### src/sv/pid_controller_clamped_macros.svh
// ----------------------------------------------------------------------------
// pid_controller_clamped assertion macros
// Concurrent check helpers; they compile to nothing in synthesis builds.
// ----------------------------------------------------------------------------
`ifndef PID_CONTROLLER_CLAMPED_MACROS_SVH
`define PID_CONTROLLER_CLAMPED_MACROS_SVH

`ifndef SYNTHESIS

// condition in the same cycle
`define PIDC_ASSERT_SAME(label, clk, rst_n, ante, cons) \
	label: assert property (@(posedge clk) disable iff (!rst_n) (ante) |-> (cons)) \
		else $error("pid_controller_clamped check failed");

// condition in the following cycle
`define PIDC_ASSERT_NEXT(label, clk, rst_n, ante, cons) \
	label: assert property (@(posedge clk) disable iff (!rst_n) (ante) |=> (cons)) \
		else $error("pid_controller_clamped check failed");

`else

`define PIDC_ASSERT_SAME(label, clk, rst_n, ante, cons)
`define PIDC_ASSERT_NEXT(label, clk, rst_n, ante, cons)

`endif

`endif

### src/sv/pidc_pkg.sv
// ----------------------------------------------------------------------------
// pidc_pkg
// Shared register indexes, item kinds and pipeline control type.
// ----------------------------------------------------------------------------
package pidc_pkg;

	// configuration register indexes
	localparam int CFG_INDEX_W = 3;
	localparam logic [CFG_INDEX_W-1:0] REG_KP_GAIN    = 3'd0;
	localparam logic [CFG_INDEX_W-1:0] REG_KI_GAIN    = 3'd1;
	localparam logic [CFG_INDEX_W-1:0] REG_KD_GAIN    = 3'd2;
	localparam logic [CFG_INDEX_W-1:0] REG_OUT_MIN    = 3'd3;
	localparam logic [CFG_INDEX_W-1:0] REG_OUT_MAX    = 3'd4;
	localparam logic [CFG_INDEX_W-1:0] REG_P_ON_ERROR = 3'd5;

	// item kinds
	localparam logic KIND_SAMPLE = 1'b0;
	localparam logic KIND_CLEAR  = 1'b1;

	// control that rides along with a pipeline stage
	typedef struct packed {
		logic valid;
		logic clear;
	} pidc_ctl_t;

endpackage

### src/sv/pidc_cfg_regs.sv
// ----------------------------------------------------------------------------
// pidc_cfg_regs
// Gain, clamp and mode registers behind the plain write port.
// ----------------------------------------------------------------------------
module pidc_cfg_regs #(
	parameter int DATA_WIDTH = 16
) (
	input  logic                                  clk,
	input  logic                                  arst_n,
	input  logic                                  cfg_we,
	input  logic [pidc_pkg::CFG_INDEX_W-1:0]      cfg_index,
	input  logic [DATA_WIDTH-1:0]                 cfg_data,
	output logic signed [DATA_WIDTH-1:0]          kp_gain,
	output logic signed [DATA_WIDTH-1:0]          ki_gain,
	output logic signed [DATA_WIDTH-1:0]          kd_gain,
	output logic signed [DATA_WIDTH-1:0]          out_min,
	output logic signed [DATA_WIDTH-1:0]          out_max,
	output logic                                  p_on_error
);
	import pidc_pkg::*;

	logic signed [DATA_WIDTH-1:0] kp_q, ki_q, kd_q, min_q, max_q;
	logic                         pon_q;

	// register writes, unknown indexes dropped
	always_ff @(posedge clk or negedge arst_n) begin
		if (!arst_n) begin
			kp_q  <= '0;
			ki_q  <= '0;
			kd_q  <= '0;
			min_q <= {1'b1, {(DATA_WIDTH-1){1'b0}}};
			max_q <= {1'b0, {(DATA_WIDTH-1){1'b1}}};
			pon_q <= 1'b1;
		end else if (cfg_we) begin
			unique case (cfg_index)
				REG_KP_GAIN:    kp_q  <= cfg_data;
				REG_KI_GAIN:    ki_q  <= cfg_data;
				REG_KD_GAIN:    kd_q  <= cfg_data;
				REG_OUT_MIN:    min_q <= cfg_data;
				REG_OUT_MAX:    max_q <= cfg_data;
				REG_P_ON_ERROR: pon_q <= cfg_data[0];
				default: ;
			endcase
		end
	end

	assign kp_gain    = kp_q;
	assign ki_gain    = ki_q;
	assign kd_gain    = kd_q;
	assign out_min    = min_q;
	assign out_max    = max_q;
	assign p_on_error = pon_q;

endmodule

### src/sv/pidc_mul_stage.sv
// ----------------------------------------------------------------------------
// pidc_mul_stage
// Input register, error and measurement change, three gain products floored.
// ----------------------------------------------------------------------------
`include "pid_controller_clamped_macros.svh"

module pidc_mul_stage #(
	parameter int DATA_WIDTH     = 16,
	parameter int GAIN_FRAC_BITS = 8,
	localparam int PROD_W        = 2*DATA_WIDTH + 1 - GAIN_FRAC_BITS
) (
	input  logic                                clk,
	input  logic                                arst_n,
	// input beat
	input  logic                                in_valid,
	output logic                                in_ready,
	input  logic                                in_kind,
	input  logic signed [DATA_WIDTH-1:0]        in_target,
	input  logic signed [DATA_WIDTH-1:0]        in_measured,
	// gains
	input  logic signed [DATA_WIDTH-1:0]        kp_gain,
	input  logic signed [DATA_WIDTH-1:0]        ki_gain,
	input  logic signed [DATA_WIDTH-1:0]        kd_gain,
	// product stage towards the sum stage
	input  logic                                take,
	output pidc_pkg::pidc_ctl_t                 ctl_s2,
	output logic signed [PROD_W-1:0]            kp_term_s2,
	output logic signed [PROD_W-1:0]            ki_term_s2,
	output logic signed [PROD_W-1:0]            kd_term_s2
);
	import pidc_pkg::*;

	localparam int DIFF_W = DATA_WIDTH + 1;
	localparam int FULL_W = 2*DATA_WIDTH + 1;

	pidc_ctl_t                    ctl_s1;
	logic signed [DATA_WIDTH-1:0] target_s1, meas_s1;
	logic signed [DATA_WIDTH-1:0] last_q;
	pidc_ctl_t                    ctl2_q;
	logic signed [PROD_W-1:0]     kp2_q, ki2_q, kd2_q;

	logic                         load_s2, load_s1;
	logic signed [DIFF_W-1:0]     err, dmeas;
	logic signed [FULL_W-1:0]     kp_full, ki_full, kd_full;

	// stage enables
	assign load_s2  = !ctl2_q.valid || take;
	assign load_s1  = !ctl_s1.valid || load_s2;
	assign in_ready = load_s1;

	// differences and full products
	always_comb begin
		err     = DIFF_W'(target_s1) - DIFF_W'(meas_s1);
		dmeas   = DIFF_W'(meas_s1) - DIFF_W'(last_q);
		kp_full = FULL_W'(err) * FULL_W'(kp_gain);
		ki_full = FULL_W'(err) * FULL_W'(ki_gain);
		kd_full = FULL_W'(dmeas) * FULL_W'(kd_gain);
	end

	// input register control
	always_ff @(posedge clk or negedge arst_n) begin
		if (!arst_n) begin
			ctl_s1 <= '0;
		end else if (load_s1) begin
			ctl_s1.valid <= in_valid;
			ctl_s1.clear <= in_kind == KIND_CLEAR;
		end
	end

	// input register payload
	always_ff @(posedge clk) begin
		if (load_s1 && in_valid) begin
			target_s1 <= in_target;
			meas_s1   <= in_measured;
		end
	end

	// previous measurement, follows items as they leave the input register
	always_ff @(posedge clk or negedge arst_n) begin
		if (!arst_n) begin
			last_q <= '0;
		end else if (ctl_s1.valid && load_s2) begin
			last_q <= ctl_s1.clear ? '0 : meas_s1;
		end
	end

	// product register control
	always_ff @(posedge clk or negedge arst_n) begin
		if (!arst_n) begin
			ctl2_q <= '0;
		end else if (load_s2) begin
			ctl2_q <= ctl_s1;
		end
	end

	// product register payload, floor by dropping fraction bits
	always_ff @(posedge clk) begin
		if (load_s2 && ctl_s1.valid) begin
			kp2_q <= kp_full[FULL_W-1:GAIN_FRAC_BITS];
			ki2_q <= ki_full[FULL_W-1:GAIN_FRAC_BITS];
			kd2_q <= kd_full[FULL_W-1:GAIN_FRAC_BITS];
		end
	end

	assign ctl_s2     = ctl2_q;
	assign kp_term_s2 = kp2_q;
	assign ki_term_s2 = ki2_q;
	assign kd_term_s2 = kd2_q;

	// checks
	`PIDC_ASSERT_SAME(a_stall_means_full, clk, arst_n, !in_ready, ctl_s1.valid && ctl2_q.valid)
	`PIDC_ASSERT_NEXT(a_clear_zeroes_last, clk, arst_n, ctl_s1.valid && ctl_s1.clear && load_s2, last_q == '0)
	`PIDC_ASSERT_NEXT(a_sample_keeps_meas, clk, arst_n, ctl_s1.valid && !ctl_s1.clear && load_s2, last_q == $past(meas_s1))

endmodule

### src/sv/pidc_sum_stage.sv
// ----------------------------------------------------------------------------
// pidc_sum_stage
// Integrator update with clamp, drive sum with clamp, output register.
// ----------------------------------------------------------------------------
`include "pid_controller_clamped_macros.svh"

module pidc_sum_stage #(
	parameter int DATA_WIDTH = 16,
	parameter int PROD_W     = 25
) (
	input  logic                                clk,
	input  logic                                arst_n,
	// product stage
	input  pidc_pkg::pidc_ctl_t                 ctl_s2,
	input  logic signed [PROD_W-1:0]            kp_term_s2,
	input  logic signed [PROD_W-1:0]            ki_term_s2,
	input  logic signed [PROD_W-1:0]            kd_term_s2,
	output logic                                take,
	// configuration
	input  logic                                p_on_error,
	input  logic signed [DATA_WIDTH-1:0]        out_min,
	input  logic signed [DATA_WIDTH-1:0]        out_max,
	// result beat
	output logic                                out_valid,
	input  logic                                out_ready,
	output logic signed [DATA_WIDTH-1:0]        drive
);
	import pidc_pkg::*;

	localparam int SUM_W = ((PROD_W > DATA_WIDTH) ? PROD_W : DATA_WIDTH) + 2;

	logic signed [DATA_WIDTH-1:0] integ_q;
	logic                         valid_s3;
	logic signed [DATA_WIDTH-1:0] drive_s3;

	logic                         adv;
	logic signed [SUM_W-1:0]      lo_x, hi_x, isum, dsum, p_x;
	logic signed [DATA_WIDTH-1:0] integ_next, drive_next;

	// upper limit first, then lower
	function automatic logic signed [DATA_WIDTH-1:0] clamp_val(
		input logic signed [SUM_W-1:0]      v,
		input logic signed [SUM_W-1:0]      lo,
		input logic signed [SUM_W-1:0]      hi
	);
		logic signed [DATA_WIDTH-1:0] r;
		if (v > hi)
			r = hi[DATA_WIDTH-1:0];
		else if (v < lo)
			r = lo[DATA_WIDTH-1:0];
		else
			r = v[DATA_WIDTH-1:0];
		return r;
	endfunction

	assign take = !valid_s3 || out_ready;
	assign adv  = ctl_s2.valid && take;

	// integrator and drive arithmetic
	always_comb begin
		lo_x       = SUM_W'(out_min);
		hi_x       = SUM_W'(out_max);
		isum       = SUM_W'(integ_q) + SUM_W'(ki_term_s2);
		integ_next = clamp_val(isum, lo_x, hi_x);
		p_x        = p_on_error ? SUM_W'(kp_term_s2) : '0;
		dsum       = p_x + SUM_W'(integ_next) - SUM_W'(kd_term_s2);
		drive_next = clamp_val(dsum, lo_x, hi_x);
	end

	// integrator state
	always_ff @(posedge clk or negedge arst_n) begin
		if (!arst_n) begin
			integ_q <= '0;
		end else if (adv) begin
			integ_q <= ctl_s2.clear ? '0 : integ_next;
		end
	end

	// output register control, clear items give no beat
	always_ff @(posedge clk or negedge arst_n) begin
		if (!arst_n) begin
			valid_s3 <= 1'b0;
		end else if (take) begin
			valid_s3 <= ctl_s2.valid && !ctl_s2.clear;
		end
	end

	// output register payload
	always_ff @(posedge clk) begin
		if (adv && !ctl_s2.clear) begin
			drive_s3 <= drive_next;
		end
	end

	assign out_valid = valid_s3;
	assign drive     = drive_s3;

	// checks
	`PIDC_ASSERT_NEXT(a_clear_zeroes_integ, clk, arst_n, adv && ctl_s2.clear, integ_q == '0)
	`PIDC_ASSERT_NEXT(a_clear_no_beat, clk, arst_n, adv && ctl_s2.clear, !valid_s3)

endmodule

### src/sv/pid_controller_clamped.sv
// ----------------------------------------------------------------------------
// pid_controller_clamped
// PID controller, derivative on measurement, clamped integrator and drive.
// ----------------------------------------------------------------------------
// One sample beat is taken every clock cycle unless the drive stream stalls;
// it passes the input register, gain product register and output register.
// The rate is set by the integrator loop, which adds, clamps and feeds the
// drive sum combinationally in the sum stage. A clear beat (tuser high) zeroes
// the integrator and last measurement and gives no output beat. Configuration
// is to be written through cfg_we/cfg_index/cfg_data only while no beat is in
// flight; the block does not enforce this. Gains are signed with GAIN_FRAC_BITS
// fraction bits; products are floored. There is no clearing pass after reset.
// ----------------------------------------------------------------------------
module pid_controller_clamped #(
	parameter int DATA_WIDTH     = 16,
	parameter int GAIN_FRAC_BITS = 8,
	localparam int IN_TDATA_W    = ((2*DATA_WIDTH + 7) / 8) * 8,
	localparam int OUT_TDATA_W   = ((DATA_WIDTH + 7) / 8) * 8
) (
	input  logic                              clk,
	input  logic                              arst_n,
	// configuration write port
	input  logic                              cfg_we,
	input  logic [pidc_pkg::CFG_INDEX_W-1:0]  cfg_index,
	input  logic [DATA_WIDTH-1:0]             cfg_data,
	// sample stream
	input  logic                              s_axis_tvalid,
	output logic                              s_axis_tready,
	input  logic [IN_TDATA_W-1:0]             s_axis_tdata,   // target, measured, zero pad
	input  logic                              s_axis_tuser,   // kind
	// drive stream
	output logic                              m_axis_tvalid,
	input  logic                              m_axis_tready,
	output logic [OUT_TDATA_W-1:0]            m_axis_tdata    // drive, zero pad
);
	import pidc_pkg::*;

	localparam int PROD_W = 2*DATA_WIDTH + 1 - GAIN_FRAC_BITS;

	logic signed [DATA_WIDTH-1:0] kp_gain, ki_gain, kd_gain, out_min, out_max;
	logic                         p_on_error;
	logic                         take;
	pidc_ctl_t                    ctl_s2;
	logic signed [PROD_W-1:0]     kp_term_s2, ki_term_s2, kd_term_s2;
	logic signed [DATA_WIDTH-1:0] drive;
	logic [DATA_WIDTH-1:0]        drive_bits;

	// configuration registers
	pidc_cfg_regs #(
		.DATA_WIDTH (DATA_WIDTH)
	) u_cfg (
		.clk        (clk),
		.arst_n     (arst_n),
		.cfg_we     (cfg_we),
		.cfg_index  (cfg_index),
		.cfg_data   (cfg_data),
		.kp_gain    (kp_gain),
		.ki_gain    (ki_gain),
		.kd_gain    (kd_gain),
		.out_min    (out_min),
		.out_max    (out_max),
		.p_on_error (p_on_error)
	);

	// input register and gain products
	pidc_mul_stage #(
		.DATA_WIDTH     (DATA_WIDTH),
		.GAIN_FRAC_BITS (GAIN_FRAC_BITS)
	) u_mul (
		.clk         (clk),
		.arst_n      (arst_n),
		.in_valid    (s_axis_tvalid),
		.in_ready    (s_axis_tready),
		.in_kind     (s_axis_tuser),
		.in_target   (s_axis_tdata[DATA_WIDTH-1:0]),
		.in_measured (s_axis_tdata[2*DATA_WIDTH-1:DATA_WIDTH]),
		.kp_gain     (kp_gain),
		.ki_gain     (ki_gain),
		.kd_gain     (kd_gain),
		.take        (take),
		.ctl_s2      (ctl_s2),
		.kp_term_s2  (kp_term_s2),
		.ki_term_s2  (ki_term_s2),
		.kd_term_s2  (kd_term_s2)
	);

	// integrator, drive sum and output register
	pidc_sum_stage #(
		.DATA_WIDTH (DATA_WIDTH),
		.PROD_W     (PROD_W)
	) u_sum (
		.clk        (clk),
		.arst_n     (arst_n),
		.ctl_s2     (ctl_s2),
		.kp_term_s2 (kp_term_s2),
		.ki_term_s2 (ki_term_s2),
		.kd_term_s2 (kd_term_s2),
		.take       (take),
		.p_on_error (p_on_error),
		.out_min    (out_min),
		.out_max    (out_max),
		.out_valid  (m_axis_tvalid),
		.out_ready  (m_axis_tready),
		.drive      (drive)
	);

	// zero-padded output data
	assign drive_bits   = drive;
	assign m_axis_tdata = OUT_TDATA_W'(drive_bits);

endmodule

### config.mk
export PLATFORM = sky130hd
export DESIGN_NAME = pid_controller_clamped
export DESIGN_NICKNAME = d
export VERILOG_FILES = /design/src/sv/pidc_pkg.sv /design/src/sv/pidc_cfg_regs.sv /design/src/sv/pidc_mul_stage.sv /design/src/sv/pidc_sum_stage.sv /design/src/sv/pid_controller_clamped.sv
export VERILOG_INCLUDE_DIRS = /design/src /design/src/sv
export SDC_FILE = /design/constraint.sdc
export NUM_CORES = 2
export LEC_CHECK = 0
export BUFFER_PORTS_ARGS = -buffer_cell sky130_fd_sc_hd__buf_2
export CAP_MARGIN = 20
export CORE_UTILIZATION = 58
export DETAILED_ROUTE_END_ITERATION = 10
export GPL_ROUTABILITY_DRIVEN = 0
export PLACE_DENSITY = 0.74
export SKIP_LAST_GASP = 1
export SLEW_MARGIN = 30
export SYNTH_ARGS = -nofsm -noshare
export SYNTH_HDL_FRONTEND = slang
export SYNTH_SLANG_ARGS = --single-unit
### constraint.sdc
create_clock -name clk -period 12.2 [get_ports clk]
set_clock_uncertainty 0.15 [all_clocks]
set_input_delay 1.22 -clock clk [delete_from_list [all_inputs] [get_ports clk]]
set_output_delay 1.22 -clock clk [all_outputs]
set_load 0.01 [all_outputs]
# Word-level counts from Yosys, hierarchy flattened
# Index checks and enable logic that the tools add are counted.
# word_totals
ff_bits	241
output_inout_bits	18
word_cells	62
# classes
addsub	5
mul	3
n_lt_le_gt_ge	4
n_eq_ne	5
n_mux	7
n_reduce_logical	19
# op_table
op	n
$mul A17 B16 Y33	3
$mux W16	6
$sub A16 B16 Y17	2
$add A27 B16 Y27	1
$gt A27 B16 Y1	1
$lt A27 B16 Y1	1
$mux W27	1
$sub A27 B25 Y27	1
$add A16 B25 Y26	1
$gt A26 B16 Y1	1
$lt A26 B16 Y1	1
$reduce_and A2 Y1	6
$eq A3 B2 Y1 const B	2
$eq A3 B3 Y1 const B	2
$logic_and A1 B1 Y1	5
$logic_not A1 Y1	4
$eq A3 B1 Y1 const B	1
$logic_not A3 Y1	1
$logic_or A1 B1 Y1	3

# Logic depth before layout (Yosys ltp)
# depth
word_depth	9
ltp_mapped	45

# By module
# Synthesis repeated with hierarchy kept, for this count alone.
# hier_totals
hier_cells	5112
hier_area_um2	47928.5
# by_module_without_submodules
mod	instances	cells_per_inst	area_each_um2
pidc_mul_stage	1	4066	37453.4
pidc_sum_stage	1	870	7338.3
pidc_cfg_regs	1	176	3136.8

# Worst setup path after synthesis
# OpenSTA, ideal clock, no wires.
# synth_path
path_type	register to register
start	register u_mul.ki2_q[10], in the netlist u_mul.ki_term_s2[10]
end	register u_sum.drive_s3[0], in the netlist u_sum.drive[0] (data pin)
setup_ps	260
t_arrival_ps	8671
required_ps	11790
path_slack_ps	3119
path_stages_with_launch	39
n_path_buf	1
cell_sequence	edfxtp_1 > ha_1 > a21oi_1 > nor3b_1 > nand3_1 > o21ai_0 > o21ai_0 > a21o_1 > a2111oi_0 > nor3_1 > xor2_1 > ha_1 > nand4_1 > nor4_1 > a221oi_2 > mux2i_1 > a31o_1 > buf_6 > [... 3 more ...] > a21oi_1 > nor2_1 > a31oi_1 > o31a_1 > a21o_1 > o21bai_1 > a21oi_1 > xnor2_1 > ha_1 > a21o_1 > a21o_1 > a21o_1 > a21oi_1 > o21ai_0 > nor4_1 > a32oi_2 > mux2_2 > mux2_2
# synth_via
elab_chain_cells	9
elab_cells_between_ends	11
classes_between	add/sub: 3; order compare: 4; mux: 4
# synth_lines
element	line	text
from (decl)	pidc_mul_stage.sv:40	logic signed [PROD_W-1:0] kp2_q, ki2_q, kd2_q;
from (signal assigned)	pidc_mul_stage.sv:100	ki2_q <= ki_full[FULL_W-1:GAIN_FRAC_BITS];
$add A16 B25 Y26 *	pidc_sum_stage.sv:63	isum = SUM_W'(integ_q) + SUM_W'(ki_term_s2);
$lt A26 B16 Y1	pidc_sum_stage.sv:49	else if (v < lo)
$mux W16	pidc_sum_stage.sv:49	
$mux W16 *	pidc_sum_stage.sv:47	if (v > hi)
$add A27 B16 Y27 *	pidc_sum_stage.sv:66	dsum = p_x + SUM_W'(integ_next) - SUM_W'(kd_term_s2);
$sub A27 B25 Y27 *	pidc_sum_stage.sv:66	
$lt A27 B16 Y1	pidc_sum_stage.sv:49	
$mux W16	pidc_sum_stage.sv:49	
$mux W16 *	pidc_sum_stage.sv:47	
named net u_sum.drive_next[0]	pidc_sum_stage.sv:38	logic signed [DATA_WIDTH-1:0] integ_next, drive_next;
to (signal assigned)	pidc_sum_stage.sv:91	drive_s3 <= drive_next;
to (decl)	pidc_sum_stage.sv:34	logic signed [DATA_WIDTH-1:0] drive_s3;
# Mark *: on every way through the listed nets, which the timed path passes. The rest lies on a longest branch.
# A chain may end at the register's enable or synchronous reset.

# Final worst setup path
# Same ends and word-level chain as after synthesis.

==> impl_metrics.json <==
{
  "ys_seq_area_share_pct": 14.3,
  "syn_to_final_growth_pct": 5.16,
  "grt-ovfl-total": 0,
  "cpMostUsedCell": "ha_1",
  "clockRootBuffer": "clkbuf_16",
  "finalSetupViolCount": 0,
  "busiest_layer": "met2",
  "drive_above_1_share_pct": 6.38,
  "synth-edff-count": 123,
  "wire_per_inst_um": 20.7,
  "max_freq_mhz": 92.7,
  "worstPathRequired_ns": 12.39,
  "fin_setup_tns_ns": 0,
  "cts_resized": 0,
  "synthMuxAreaShare_pct": 2.67,
  "period_minus_slack_ns": 10.78,
  "rows": 103,
  "netlist_area_um2": 46500,
  "avgSynthCellArea_um2": 9.54,
  "grt.total_usage_pct": 31.0,
  "hpwl_um": 96600,
  "die_h_um": 285,
  "synthAdderAreaFrac_pct": 48.3,
  "drt_pass1_iterations": 5,
  "syn_inst": 4873,
  "portBuffers": 74,
  "mostFrequentLayoutCells": "inv_1 (964), fa_1 (853), nand2_1 (575)",
  "num_vias": 34100,
  "dr.first_iter.drc_count": 2392,
  "avgViaCountPerCell": 5.79,
  "rsz0062_at_grt": "false",
  "use_met1_pct": 41.2,
  "timing.final.crit_share_pct": 88.4,
  "worstSetupPathType": "reg -> reg",
  "io-pin-count": 75,
  "yosysWarnings": 0,
  "clk-insertion-delay-late_ns": 0.59,
  "finalHoldViolCount": 0,
  "syn-num-nets": 6214,
  "critPathArrivalTime_ns": 10.97,
  "path_max_fanout": 22,
  "cts.sinks": 241,
  "h-tree-depth": 1,
  "endpoint_kind": "register",
  "cpMaxStageDelayCell": "o311ai_0",
  "grtUsageMet3_pct": 5.10,
  "grt_pass1_vias": 36100,
  "tightest_slew_ns": 0.991,
  "startpoint_type": "register",
  "nets": 6161,
  "drv_cap": 0,
  "hold_path.class": "reg -> reg",
  "yosys.area.top_type": "fa_1",
  "maxSlewViolCount": 0,
  "ys_ff_latch": 241,
  "ys.flop_type": "edfxtp_1",
  "grt_max_degree": 76,
  "synth_cell_types": 77,
  "synth_xor_xnor_area_share_pct": 3.01,
  "outcome": "finished, final reports clean",
  "post_cts.repair.setup_buffers": 0,
  "grt_antenna_before_repair": 8,
  "floorplan.die.width_um": 285,
  "maxSlewHeadroom_pct": 34.0,
  "final_common_cell": "inv_1",
  "hold_buffers": 0,
  "core_um2": 79100,
  "synth_compound_area_share_pct": 7.52,
  "synth_top_family_by_area": "adder cells",
  "cpPeakStageDelay_ns": 0.76,
  "met2_usage_pct": 50.6,
  "routed_wl_um": 122000,
  "cts_tree": "yes",
  "async_flop_share_pct": 49.0,
  "yosysTopAreaCellShare_pct": 36.7,
  "synth_simple_gate_area_share_pct": 14.5,
  "ant_nets": 0,
  "clk_pin_slew_worst_paths_ns": 0.06,
  "die-area_um2": 81300,
  "start_util_pct": 58.8,
  "route.detailed.drc": 0,
  "grt_pass1_wl_um": 196000,
  "cts_buffers": 27,
  "clk_path_buf_depth": 3,
  "synth_area_leaders": "fa_1 (37%), ha_1 (12%), edfxtp_1 (7.9%), inv_1 (7.8%), dfrtp_1 (5.4%)"
}
area by class of cell:
cell class                      instances  area [um^2]
Sequential cell                       241         6670
Tap cell                             1050         1310
Fill cell                            6528        30200
Timing Repair Buffer                  133          832
Multi-Input combinational cell       3451        35600
Clock inverter                         15          124
Inverter                              966         3630
Clock buffer                           35          747
Antenna cell                            2         5.00
final timing paths:
kind / endpoint / from / cells after the start / slack (ns)
worst max-delay path: u_sum.drive[0] / u_mul.ki_term_s2[10] / 35 / 1.42
worst min-delay path: u_mul.last_q[4] / u_mul.last_q[4] / 2 / 0.33
worst max register to register: u_sum.drive[0] / u_mul.ki_term_s2[10] / 35 / 1.42
worst min register to register: u_mul.last_q[4] / u_mul.last_q[4] / 2 / 0.33
max in group asynchronous: u_mul.last_q[6] / arst_n / 2 / 10.16
min in group asynchronous: u_cfg.kd_gain[2] / arst_n / 1 / 0.51
synthesized netlist by cell type, drive strengths merged (15+ instances only):
master	count
a211oi	22
o21ai	118
nor2b	69
mux2	64
buf	23
nand3	78
dfrtp	101
dfstp	17
xnor2	118
edfxtp	123
nand4	23
nand2b	74
nand2	575
nand3b	28
and2	259
o21bai	17
mux2i	51
nor3	45
a31oi	20
fa	853
o311ai	20
clkbuf	192
xor2	42
ha	431
nor2	129
o31ai	27
a21o	56
inv	965
nor4b	15
o21a	21
and3	17
a21oi	127
per-layer routing:
layer | wire length (um) | up-vias
li1 | - | 15200
met1 | 49100 | 17200
met2 | 57000 | 1403
met3 | 10400 | 332
met4 | 5710 | 8
met5 | 54 | -
cell families after synthesis:
| family | count (synthesis) |
|---|---|
| buffers and inverters | 1181 |
| AOI/OAI and AO/OA | 526 |
| DFF | 241 |
| adders and majority gates | 1284 |
| muxes | 115 |
| and+or+nand+nor | 1366 |
| xor gates and xnor gates | 160 |
per-stage QoR:
stage | instance area, um^2 | cells | worst slack (ns) | hold slack (ns) | utilization [%]
after CTS | 48900 | 5890 | 1.60 | 0.331 | 61.8
after detailed placement | 48000 | 5840 | 1.67 | 0.316 | 60.7
after global placement | 48000 | 5839 | 1.89 | 0.310 | 60.6
final | 48900 | 5893 | 1.42 | 0.327 | 61.8
after floorplan | 46500 | 4873 | 3.12 | 0.299 | -
after global routing | 48900 | 5892 | 0.803 | 0.342 | 61.8
critical path: cells and delay by family (launching register included):
kind	cells	cell delay (ns)
AOI/OAI and AO/OA	16	4.51
xor gates and xnor gates	1	0.18
DFF	1	0.37
and+or+nand+nor	9	2.54
adders and majority gates	5	1.63
buffers and inverters	1	0.11
muxes	3	1.00
Power is left out: the tool's default activity adds up to more than one toggle a clock period on the data nets, which glitch-free logic cannot reach.
